===== src/rtl/cbsu_pkg.sv =====
// shared types, opcode field codes and constants for the cb prefix bit shift unit
// no dependencies; imported by cbsu_exec and cb_prefix_bit_shift_unit
`timescale 1ns / 1ps
`default_nettype none

package cbsu_pkg;

    localparam int NUM_REGS = 7;

    // register file slots (operand / load index 7 maps to slot a)
    localparam logic [2:0] SLOT_H = 3'd4;
    localparam logic [2:0] SLOT_L = 3'd5;
    localparam logic [2:0] SLOT_A = 3'd6;

    // operand code for memory at hl, load index for the flag register
    localparam logic [2:0] OPND_HL = 3'd6;
    localparam logic [2:0] IDX_F   = 3'd6;
    localparam logic [2:0] IDX_A   = 3'd7;

    // function codes
    localparam logic FUNC_EXEC = 1'b0;
    localparam logic FUNC_LOAD = 1'b1;

    // opcode block codes (bits 7:6)
    localparam logic [1:0] BLK_SHIFT = 2'd0;
    localparam logic [1:0] BLK_BIT   = 2'd1;
    localparam logic [1:0] BLK_RES   = 2'd2;
    localparam logic [1:0] BLK_SET   = 2'd3;

    // rotate / shift kinds (bits 5:3 of a shift block opcode)
    localparam logic [2:0] KIND_RLC  = 3'd0;
    localparam logic [2:0] KIND_RRC  = 3'd1;
    localparam logic [2:0] KIND_RL   = 3'd2;
    localparam logic [2:0] KIND_RR   = 3'd3;
    localparam logic [2:0] KIND_SLA  = 3'd4;
    localparam logic [2:0] KIND_SRA  = 3'd5;
    localparam logic [2:0] KIND_SWAP = 3'd6;
    localparam logic [2:0] KIND_SRL  = 3'd7;

    // flag bit positions
    localparam int FL_Z = 3;
    localparam int FL_N = 2;
    localparam int FL_H = 1;
    localparam int FL_C = 0;

    // machine clock counts reported per transaction
    localparam logic [4:0] CYC_LOAD   = 5'd0;
    localparam logic [4:0] CYC_REG    = 5'd8;
    localparam logic [4:0] CYC_BIT_HL = 5'd12;
    localparam logic [4:0] CYC_HL     = 5'd16;

    typedef logic [NUM_REGS-1:0][7:0] t_gp_regs;

    // everything one transaction produces, handed from the execute logic to the top
    typedef struct packed {
        logic [7:0] result;
        logic [3:0] flags;
        logic       mem_write;
        logic [4:0] cycles;
        logic       reg_we;
        logic [2:0] reg_slot;
    } t_exec_res;

    // operand or load index to register file slot
    function automatic logic [2:0] slot_of(input logic [2:0] idx);
        return (idx == IDX_A) ? SLOT_A : idx;
    endfunction

endpackage

`default_nettype wire


===== src/rtl/cbsu_exec.sv =====
// combinational execute logic: one cb opcode or one register load per transaction
// depends on cbsu_pkg
`timescale 1ns / 1ps
`default_nettype none

module cbsu_exec (
    input  wire logic                i_func,
    input  wire logic [7:0]          i_opcode,
    input  wire logic [7:0]          i_mem_read_data,
    input  wire logic [2:0]          i_reg_index,
    input  wire logic [7:0]          i_reg_value,
    input  wire cbsu_pkg::t_gp_regs  i_regs,
    input  wire logic [3:0]          i_flags,
    output cbsu_pkg::t_exec_res      o_res
);
    import cbsu_pkg::*;

    logic [2:0] w_opnd;
    logic [2:0] w_grp;
    logic [1:0] w_blk;
    logic       w_is_hl;
    logic [7:0] w_val;
    logic [7:0] w_mask;
    logic [7:0] w_shift;
    logic       w_cout;
    logic       w_cin;

    assign w_opnd  = i_opcode[2:0];
    assign w_grp   = i_opcode[5:3];
    assign w_blk   = i_opcode[7:6];
    assign w_is_hl = (w_opnd == OPND_HL);
    assign w_val   = w_is_hl ? i_mem_read_data : i_regs[slot_of(w_opnd)];
    assign w_mask  = 8'd1 << w_grp;
    assign w_cin   = i_flags[FL_C];

    always_comb begin
        case (w_grp)
            KIND_RLC:  begin w_shift = {w_val[6:0], w_val[7]}; w_cout = w_val[7]; end
            KIND_RRC:  begin w_shift = {w_val[0], w_val[7:1]}; w_cout = w_val[0]; end
            KIND_RL:   begin w_shift = {w_val[6:0], w_cin};    w_cout = w_val[7]; end
            KIND_RR:   begin w_shift = {w_cin, w_val[7:1]};    w_cout = w_val[0]; end
            KIND_SLA:  begin w_shift = {w_val[6:0], 1'b0};     w_cout = w_val[7]; end
            KIND_SRA:  begin w_shift = {w_val[7], w_val[7:1]}; w_cout = w_val[0]; end
            KIND_SWAP: begin w_shift = {w_val[3:0], w_val[7:4]}; w_cout = 1'b0; end
            default:   begin w_shift = {1'b0, w_val[7:1]};     w_cout = w_val[0]; end
        endcase
    end

    always_comb begin
        o_res           = '0;
        o_res.flags     = i_flags;
        o_res.reg_slot  = slot_of(w_opnd);
        if (i_func == FUNC_LOAD) begin
            o_res.cycles = CYC_LOAD;
            if (i_reg_index == IDX_F) begin
                o_res.flags  = i_reg_value[7:4];
                o_res.result = {i_reg_value[7:4], 4'b0000};
            end else begin
                o_res.result   = i_reg_value;
                o_res.reg_we   = 1'b1;
                o_res.reg_slot = slot_of(i_reg_index);
            end
        end else begin
            unique case (w_blk)
                BLK_SHIFT: begin
                    o_res.result      = w_shift;
                    o_res.flags       = '0;
                    o_res.flags[FL_Z] = (w_shift == 8'd0);
                    o_res.flags[FL_C] = w_cout;
                end
                BLK_BIT: begin
                    o_res.result      = w_val;
                    o_res.flags[FL_Z] = ~|(w_val & w_mask);
                    o_res.flags[FL_N] = 1'b0;
                    o_res.flags[FL_H] = 1'b1;
                end
                BLK_RES: o_res.result = w_val & ~w_mask;
                BLK_SET: o_res.result = w_val | w_mask;
            endcase
            // bit tests write nothing back
            o_res.mem_write = w_is_hl && (w_blk != BLK_BIT);
            o_res.reg_we    = !w_is_hl && (w_blk != BLK_BIT);
            if (!w_is_hl) begin
                o_res.cycles = CYC_REG;
            end else if (w_blk == BLK_BIT) begin
                o_res.cycles = CYC_BIT_HL;
            end else begin
                o_res.cycles = CYC_HL;
            end
        end
    end

endmodule

`default_nettype wire


===== src/rtl/cb_prefix_bit_shift_unit.sv =====
// top level of the cb prefix bit shift unit: register file, flags, input and result registers
// depends on cbsu_pkg and cbsu_exec
//
//  channel  | valid        | stall        | payload
//  ---------+--------------+--------------+-------------------------------------------------
//  request  | i_in_valid   | o_in_stall   | i_func i_opcode i_mem_read_data i_reg_index
//           |              |              | i_reg_value
//  response | o_out_valid  | i_out_stall  | o_result_value o_flags o_mem_write o_mem_addr
//           |              |              | o_cycles
//
//  one transaction per clock sustained while the response side does not stall; an accepted
//  transaction passes the input register, then the execute logic into the result register
//  the register file and flag state are written in the same edge that loads the result
//  register, so a following transaction already sees them
//  synchronous active low reset clears registers b..a, the flags and both valid bits
//  a stalled response holds; a full input register then holds too and stalls the request side
`timescale 1ns / 1ps
`default_nettype none

module cb_prefix_bit_shift_unit (
    input  wire logic        i_clk,
    input  wire logic        i_rst_n,
    // request
    input  wire logic        i_in_valid,
    output logic             o_in_stall,
    input  wire logic        i_func,
    input  wire logic [7:0]  i_opcode,
    input  wire logic [7:0]  i_mem_read_data,
    input  wire logic [2:0]  i_reg_index,
    input  wire logic [7:0]  i_reg_value,
    // response
    output logic             o_out_valid,
    input  wire logic        i_out_stall,
    output logic [7:0]       o_result_value,
    output logic [3:0]       o_flags,
    output logic             o_mem_write,
    output logic [15:0]      o_mem_addr,
    output logic [4:0]       o_cycles
);
    import cbsu_pkg::*;

    // input register
    logic       r_in_valid;
    logic       r_in_func;
    logic [7:0] r_in_opcode;
    logic [7:0] r_in_mem;
    logic [2:0] r_in_index;
    logic [7:0] r_in_value;

    // architectural state
    t_gp_regs   r_regs;
    t_gp_regs   n_regs;
    logic [3:0] r_flags;

    // result register
    logic        r_out_valid;
    logic [7:0]  r_out_result;
    logic [3:0]  r_out_flags;
    logic        r_out_mem_write;
    logic [15:0] r_out_addr;
    logic [4:0]  r_out_cycles;

    t_exec_res w_res;
    logic      w_adv;      // result register can take a new transaction
    logic      w_fire;     // input register moves into the result register
    logic      w_accept;   // request transaction accepted

    assign w_adv      = !r_out_valid || !i_out_stall;
    assign w_fire     = r_in_valid && w_adv;
    assign o_in_stall = r_in_valid && !w_adv;
    assign w_accept   = i_in_valid && !o_in_stall;

    cbsu_exec u_exec (
        .i_func          (r_in_func),
        .i_opcode        (r_in_opcode),
        .i_mem_read_data (r_in_mem),
        .i_reg_index     (r_in_index),
        .i_reg_value     (r_in_value),
        .i_regs          (r_regs),
        .i_flags         (r_flags),
        .o_res           (w_res)
    );

    // register file after this transaction; hl comes from it for the address
    always_comb begin
        n_regs = r_regs;
        if (w_res.reg_we) begin
            n_regs[w_res.reg_slot] = w_res.result;
        end
    end

    always_ff @(posedge i_clk) begin
        if (!i_rst_n) begin
            r_in_valid <= 1'b0;
        end else if (!o_in_stall) begin
            r_in_valid <= i_in_valid;
        end
    end

    // input payload, held while stalled
    always_ff @(posedge i_clk) begin
        if (w_accept) begin
            r_in_func   <= i_func;
            r_in_opcode <= i_opcode;
            r_in_mem    <= i_mem_read_data;
            r_in_index  <= i_reg_index;
            r_in_value  <= i_reg_value;
        end
    end

    always_ff @(posedge i_clk) begin
        if (!i_rst_n) begin
            r_regs  <= '0;
            r_flags <= '0;
        end else if (w_fire) begin
            r_regs  <= n_regs;
            r_flags <= w_res.flags;
        end
    end

    always_ff @(posedge i_clk) begin
        if (!i_rst_n) begin
            r_out_valid <= 1'b0;
        end else if (w_adv) begin
            r_out_valid <= r_in_valid;
        end
    end

    always_ff @(posedge i_clk) begin
        if (w_fire) begin
            r_out_result    <= w_res.result;
            r_out_flags     <= w_res.flags;
            r_out_mem_write <= w_res.mem_write;
            r_out_addr      <= {n_regs[SLOT_H], n_regs[SLOT_L]};
            r_out_cycles    <= w_res.cycles;
        end
    end

    assign o_out_valid    = r_out_valid;
    assign o_result_value = r_out_result;
    assign o_flags        = r_out_flags;
    assign o_mem_write    = r_out_mem_write;
    assign o_mem_addr     = r_out_addr;
    assign o_cycles       = r_out_cycles;

`ifndef SYNTHESIS
    // a memory write only comes from a read-modify-write on hl
    a_write_is_hl_rmw: assert property (@(posedge i_clk) disable iff (!i_rst_n)
        (o_out_valid && o_mem_write) |-> (o_cycles == CYC_HL))
        else $error("memory write without a full hl cycle count");

    // a bit test on hl never writes memory
    a_bit_no_write: assert property (@(posedge i_clk) disable iff (!i_rst_n)
        (o_out_valid && (o_cycles == CYC_BIT_HL)) |-> !o_mem_write)
        else $error("bit test on hl issued a memory write");

    // state only changes when a transaction executes
    a_state_hold: assert property (@(posedge i_clk) disable iff (!i_rst_n)
        (i_rst_n && !w_fire) |=> ($stable(r_regs) && $stable(r_flags)))
        else $error("register file or flags changed without a transaction");

    // an executed transaction always shows up as a response
    a_fire_to_out: assert property (@(posedge i_clk) disable iff (!i_rst_n)
        w_fire |=> o_out_valid)
        else $error("executed transaction lost before the result register");
`endif

endmodule

`default_nettype wire

===== config.mk =====
export PLATFORM = sky130hd
export DESIGN_NAME = cb_prefix_bit_shift_unit
export DESIGN_NICKNAME = d
export VERILOG_FILES = /design/src/rtl/cbsu_pkg.sv /design/src/rtl/cbsu_exec.sv /design/src/rtl/cb_prefix_bit_shift_unit.sv
export SDC_FILE = /design/constraint.sdc
export NUM_CORES = 1
export LEC_CHECK = 0
export BUFFER_PORTS_ARGS = -buffer_cell sky130_fd_sc_hd__buf_2
export CAP_MARGIN = 0
export CELL_PAD_IN_SITES_DETAIL_PLACEMENT = 2
export CELL_PAD_IN_SITES_GLOBAL_PLACEMENT = 2
export CORE_ASPECT_RATIO = 0.6
export CORE_MARGIN = 2
export CORE_UTILIZATION = 39
export CTS_CLUSTER_SIZE = 10
export DETAILED_ROUTE_END_ITERATION = 10
export PLACE_DENSITY_LB_ADDON = 0.1
export SLEW_MARGIN = 5
export SYNTH_ARGS = -nofsm -noshare
export SYNTH_HDL_FRONTEND = slang
export SYNTH_HIERARCHICAL = 1
export SYNTH_SLANG_ARGS = --single-unit

===== constraint.sdc =====
create_clock -name i_clk -period 3.3 [get_ports i_clk]
set_clock_uncertainty 0.1 [all_clocks]
set_input_delay 0.495 -clock i_clk [delete_from_list [all_inputs] [get_ports i_clk]]
set_output_delay 0.495 -clock i_clk [all_outputs]
set_load 0.05 [all_outputs]

* Word level (Yosys, flattened, before mapping) *
Cells that the tools add are included.

word-level totals
  bits in registers = 124
  input port bits = 32
  output and inout port bits = 36

operators by class
  $lt $le $gt $ge = 3
  equality and inequality tests = 14
  shift-type cells = 1
  multiplexer cells = 22
  bitwise operators = 5
  reductions and logical operators = 20

operator list
  kind                                                 number
  bitwise mux 56 bit                                   1
  one-hot mux 8 bit (7 select lines)                   1
  two-way mux 48 bit                                   1
  one-hot mux 8 bit (4 select lines)                   1
  binary-select mux 8 bit (select 3 bit)               1
  demux 8 bit (select 3 bit)                           1
  two-way mux 8 bit                                    3
  equality test 3 bit, second input constant           7
  AND 8 bit                                            2
  two-way mux 4 bit                                    4
  two-way mux 12 bit                                   1
  two-way mux 3 bit                                    3
  logical NOT 8 bit                                    1
  < comparator 3 x 4 -> 1 bit, second input constant   2
  NOT 8 bit                                            1
  OR 8 bit                                             1
  OR reduction 8 bit                                   1
  << shifter 1 x 3 -> 8 bit, first input constant      1
  equality test 3 x 2 -> 1 bit, second input constant  2
  logical AND 1 bit                                    6
  logical NOT 1 bit                                    6
  one-hot mux 3 bit (2 select lines)                   1
  two-way mux 5 bit                                    1
  equality test 2 bit, second input constant           2
  other kinds (13)                                     14

* Longest topological paths before layout *
  depth in word-level cells = 12
  depth in mapped cells = 12
  gate-level depth less buffers = 9

* Cells and area by module *
Netlist, hierarchy kept.

by module, submodules not included
  module                    times used  cells an instance  area each (um^2)  sequential area each (um^2)
  cb_prefix_bit_shift_unit  1           305                4,409.2           3,103.0
  cbsu_exec                 1           224                1,493.9           0.0

* Least setup slack after synthesis *
Ideal clock, no wire load.

  kind = register to register
  from = register r_out_valid, in the netlist o_out_valid
  to = register r_in_func, enable pin
  library setup time = 0.416 ns
  arrival time = 2.257 ns
  required time = 2.784 ns
  slack = 0.528 ns
  cell stages (with the launch flop) = 3
  buffers on the path = 0
  period minus slack after synthesis = 2.772 ns
  path through = dfxtp_1 > and3_1 > nor2b_1

on the way
  cells in the longest elaborated chain, start to end = 6

ends and longest elaborated chain
  item                    RTL line                         source
  start, declared         cb_prefix_bit_shift_unit.sv:56   logic r_out_valid;
  start signal, assigned  cb_prefix_bit_shift_unit.sv:125  r_out_valid <= r_in_valid;
  logical NOT 1 bit       cb_prefix_bit_shift_unit.sv:68   assign w_adv = !r_out_valid || !i_out_stall;
  logical OR 1 bit        cb_prefix_bit_shift_unit.sv:68
  logical NOT 1 bit       cb_prefix_bit_shift_unit.sv:70   assign o_in_stall = r_in_valid && !w_adv;
  logical AND 1 bit       cb_prefix_bit_shift_unit.sv:70
  via o_in_stall          cb_prefix_bit_shift_unit.sv:25   output logic o_in_stall,
  logical NOT 1 bit       n/a
  logical AND 1 bit       cb_prefix_bit_shift_unit.sv:71   assign w_accept = i_in_valid && !o_in_stall;
  via w_accept            cb_prefix_bit_shift_unit.sv:66   logic w_accept;
  end signal, assigned    cb_prefix_bit_shift_unit.sv:103  r_in_func <= i_func;
  end, declared           cb_prefix_bit_shift_unit.sv:44   logic r_in_func;

The timed path passes the listed nets, and every way through them passes these cells.
A chain may end at the register's enable or synchronous reset.

==> reports/results.md <==
| Metric | This run | Unit |
|---|---|---|
| Run status | completed | - |
| Mapped cell area | 0.005903 | mm^2 |
| Clock share of power | 45.5 | % |
| Core area | 0.01463 | mm^2 |
| Global-route wire length before repair | 33510 | um |
| Portion of total power attributed to sequential cells | 41.0 | % |
| Layout-stage area growth over the synthesis result | 26.62 | % |
| Worst reg2reg startpoint | r_in_opcode[1] | - |
| Worst min-delay path class | primary input to register | - |
| Drt first pass iters | 5 | - |
| Net Sw Frac | 27.74 | % |
| Worst EP arrival | 3360 | ps |
| Final worst path period share | 99.97 | % |
| Psw | 1.160 | mW |
| Maximum resistive drop on vdd | 0.0003380 | V |
| IO Count | 68 | - |
| Internal Dissipation | 3.022 | mW |
| Share of post-route cells with drive strength above 1 | 32.87 | % |
| Max-cap check violation count | 0 | - |
| Number of different library cells in the post-synthesis netlist | 63 | - |
| Initial standard-cell utilization of the core | 40.34 | % |
| Worst rel slew slack | 30.44 | % |
| Number of nets in the final layout | 673 | - |
| P per Cell Area | 559.4 | mW/mm^2 |
| Hold Path End | r_in_opcode[1] | - |
| Final cell count without fillers | 852 | - |
| Antenna violations before repair | 0 | - |
| Post-synth top area share | 31.54 | % |
| Async set or reset register ratio after synthesis | 0 | % |
| Commonest non-fill, non-tap cell in the layout | sky130_fd_sc_hd__nand2_1 | - |
| Mean instance size in the synthesized netlist | 11.16 | um^2 |
| CTS tree | built | - |
| Via count | 4904 | - |
| Number of synthesized register bits | 124 | - |
| Wire length after detailed routing | 22470 | um |
| Crit path launch type | register | - |
| Worst skew pair latency | 420 | ps |
| Full die area | 0.01617 | mm^2 |
| Worst slack on hold paths | 147.2 | ps |
| Number of global-route vias before repair | 5257 | - |
| Static leakage power | 2.990 | nW |
| Worst setup EP type | register | - |
| F_max | 303.1 | MHz |
| Category of the most critical setup path | register to register | - |
| Number of placed cells counting well taps | 808 | - |
| Vertical die dimension | 99.30 | um |
| Yosys warning total | 6 | - |
| Number of violations reported at the end of detailed-routing iteration 0 | 461 | - |
| Clock transition at the registers of the reported paths | 60 | ps |
| # port buffers | 67 | - |
| Aggregate global routing overflow | 0 | - |
| Synth Area in Simple Gates | 13.63 | % |
| Layout filler cell count | 1454 | - |
| Number of placement rows | 34 | - |
| Post-synthesis mux area share | 17.95 | % |
| Number of hold-repair buffers added at the cts stage | 0 | - |
| Synthesized-area fraction occupied by ao, oa, aoi and oai cells | 11.81 | % |
| Worst hold path cell count | 1 | - |
| Area share of xor/xnor cells in the synthesized design | 0 | % |
| Maximum buffer depth of the clock tree | 2 | - |
| Number of failing hold endpoints at the final stage | 0 | - |
| Number of endpoints failing setup at the final stage | 0 | - |
| Final Max Tran Viols | 0 | - |
| Commonest cells after routing, fill and taps aside | sky130_fd_sc_hd__nand2_1, sky130_fd_sc_hd__mux2i_1, sky130_fd_sc_hd__buf_2, sky130_fd_sc_hd__edfxtp_1, sky130_fd_sc_hd__dfxtp_1 | - |
| Via/cell ratio | 5.756 | - |
| Clock Sink Count | 124 | - |
| Die Width | 162.8 | um |
| Predominant post-synthesis flop cell | sky130_fd_sc_hd__edfxtp_1 | - |
| Critical Path Fanout Max | 6 | - |
| Footprint of the flip-flops and latches | 0.003103 | mm^2 |
| Routed len/inst | 26.38 | um |
| Comb power frac | 13.5 | % |
| Number of instances in the synthesized netlist | 529 | - |
| Register-to-Register Setup Slack | 0.8 | ps |
| Seq/Total Area, Yosys | 52.56 | % |
| CTS Buf Count | 17 | - |
| Number of enable-type register cells in the synthesized netlist | 62 | - |
| Number of cells on the worst reg-to-reg path | 10 | - |
| Inserted Diodes | 0 | - |
| Final core utilization | 51.08 | % |
| Main area contributors after synthesis | sky130_fd_sc_hd__edfxtp_1, sky130_fd_sc_hd__dfxtp_1, sky130_fd_sc_hd__mux2i_1 | - |
| Critical path origin | r_in_opcode[1] | - |
| Post-detailed-route DRC marker count | 0 | - |
| Worst hold start | i_opcode[1] | - |
| Overall power of the completed layout | 4.182 | mW |
| Capture instance of the worst register-to-register path | o_mem_addr[13] | - |
| Maximum level of the CTS H-tree | 4 | - |
| Half-perimeter wire length after detailed placement | 15670 | um |
| Largest net degree at the start of global routing | 48 | - |
| Worst slew pin tran | 1034 | ps |
| Data required time at the worst endpoint | 3360 | ps |
| Largest family of logic cells by synthesized area | multiplexers | - |
| GRT Util Overall | 28.57 | % |
| Adder-cell share of the synthesized area | 0 | % |
| Clock root cell | sky130_fd_sc_hd__clkbuf_16 | - |
| Top cell type by total area after synthesis | sky130_fd_sc_hd__edfxtp_1 | - |
| Weighted congestion at the end of routability-driven global placement | 0.9470 | - |
| Area of combinational cells with multiple inputs | 0.002664 | mm^2 |
| Number of nets still failing antenna checks after routing | 0 | - |
| Min Tclk post-route | 3299 | ps |
==> worst max-delay path by stage <==
| stage | end | slack, ps | depth (start not counted) |
|---|---|---|---|
| 6_report | o_mem_addr[13] | 0.8 | 10 |
| 3_3_place_gp | o_mem_addr[12] | -240 | 9 |
| 4_1_cts | r_flags[3] | 30 | 10 |
| 5_1_grt | o_mem_addr[13] | -40 | 10 |
| 3_5_place_dp | o_mem_addr[12] | -420 | 9 |
| 2_1_floorplan | r_in_func | 530 | 2 |
==> logic make-up after synthesis <==
| kind of cell | count (synthesis) |
|---|---|
| compound gates | 92 |
| buf+inv | 45 |
| other cells | 1 |
| simple gates | 168 |
| mux | 99 |
| flops | 124 |
==> power groups by stage <==
stage,Sequential (mW),Combinational (mW),Clock (mW)
2_1_floorplan,1.80,0.246,0
3_3_place_gp,1.74,0.497,0
3_5_place_dp,1.75,0.510,0
4_1_cts,1.71,0.530,1.93
5_1_grt,1.72,0.593,2.01
6_report,1.71,0.564,1.90
==> synthesized netlist by cell type, types with 3 or more instances <==
master,instances
sky130_fd_sc_hd__edfxtp_1,62
sky130_fd_sc_hd__clkbuf_1,19
sky130_fd_sc_hd__nor3_4,3
sky130_fd_sc_hd__o21ai_0,12
sky130_fd_sc_hd__nor2b_1,6
sky130_fd_sc_hd__o211ai_1,3
sky130_fd_sc_hd__mux2i_1,71
sky130_fd_sc_hd__a22o_1,3
sky130_fd_sc_hd__nand2_1,104
sky130_fd_sc_hd__mux2_4,3
sky130_fd_sc_hd__a21boi_0,4
sky130_fd_sc_hd__o31ai_1,4
sky130_fd_sc_hd__nand2b_1,4
sky130_fd_sc_hd__a22oi_2,3
sky130_fd_sc_hd__nor3_1,6
sky130_fd_sc_hd__nor2_1,16
sky130_fd_sc_hd__nand3_1,11
sky130_fd_sc_hd__mux2_2,20
sky130_fd_sc_hd__mux2_1,3
sky130_fd_sc_hd__a221o_1,7
sky130_fd_sc_hd__a31oi_1,4
sky130_fd_sc_hd__a22oi_1,9
sky130_fd_sc_hd__a21oi_1,17
sky130_fd_sc_hd__inv_1,10
sky130_fd_sc_hd__a221oi_1,4
sky130_fd_sc_hd__buf_6,6
sky130_fd_sc_hd__dfxtp_1,62
sky130_fd_sc_hd__buf_4,5
==> timing repair <==
action / CTS / global route
cloned: 0 / 1
resized for setup: 8 / 13
setup buffers: 3 / 8
hold endpoints to repair: 0 / 0
pin swaps: 1 / 2
endpoints found under the setup margin: 44 / 50
==> through the flow <==
| stage | setup TNS (ps) | setup slack [ps] | area (um^2) |
|---|---|---|---|
| floorplan | 0 | 527.6 | 5907 |
| global placement | -2509 | -243.9 | 6683 |
| detailed placement | -5634 | -417.7 | 6683 |
| CTS | 0 | 25.16 | 7330 |
| global route | -213.7 | -44.11 | 7475 |
| finish | 0 | 0.8271 | 7475 |
==> critical path, stage by stage (launching register included) <==
cell	delay (ps)
sky130_fd_sc_hd__edfxtp_1	360
sky130_fd_sc_hd__buf_4	190
sky130_fd_sc_hd__buf_4	150
sky130_fd_sc_hd__mux2_1	380
sky130_fd_sc_hd__a221o_1	340
sky130_fd_sc_hd__a22oi_2	200
sky130_fd_sc_hd__buf_4	170
sky130_fd_sc_hd__a221oi_1	110
sky130_fd_sc_hd__a221o_1	420
sky130_fd_sc_hd__mux2_4	340
sky130_fd_sc_hd__mux2_2	270
==> sequential cells by signal (all words and copies together), names as in the netlist <==
signal          count
r_flags             4
o_flags             4
r_in_func           1
r_in_mem            8
r_in_valid          1
r_in_opcode         8
o_result_value      8
o_mem_addr         16
o_cycles            5
r_regs             56
o_out_valid         1
r_in_index          3
r_in_value          8
o_mem_write         1
==> layer usage <==
metal	routed length [um]	up-vias	global-route usage (%)	part of all wire [%]
li1	-	2171	-	-
met1	10700	2536	40.76	48
met2	10020	177	44.20	45
met5	0	-	0	0
met4	263	0	6.875	1.2
met3	1491	20	6.589	6.6
==> layout make-up <==
class | count | share of cell area (%)
sequential | 124 | 41.51
multi-input combinational | 361 | 35.64
timing repair buffer | 126 | 10.98
clock buffer | 21 | 6.595
tap | 198 | 3.314
clock inverter | 11 | 1.406
inverter | 11 | 0.5524
Note: power is estimated with default switching activity, not from simulation.
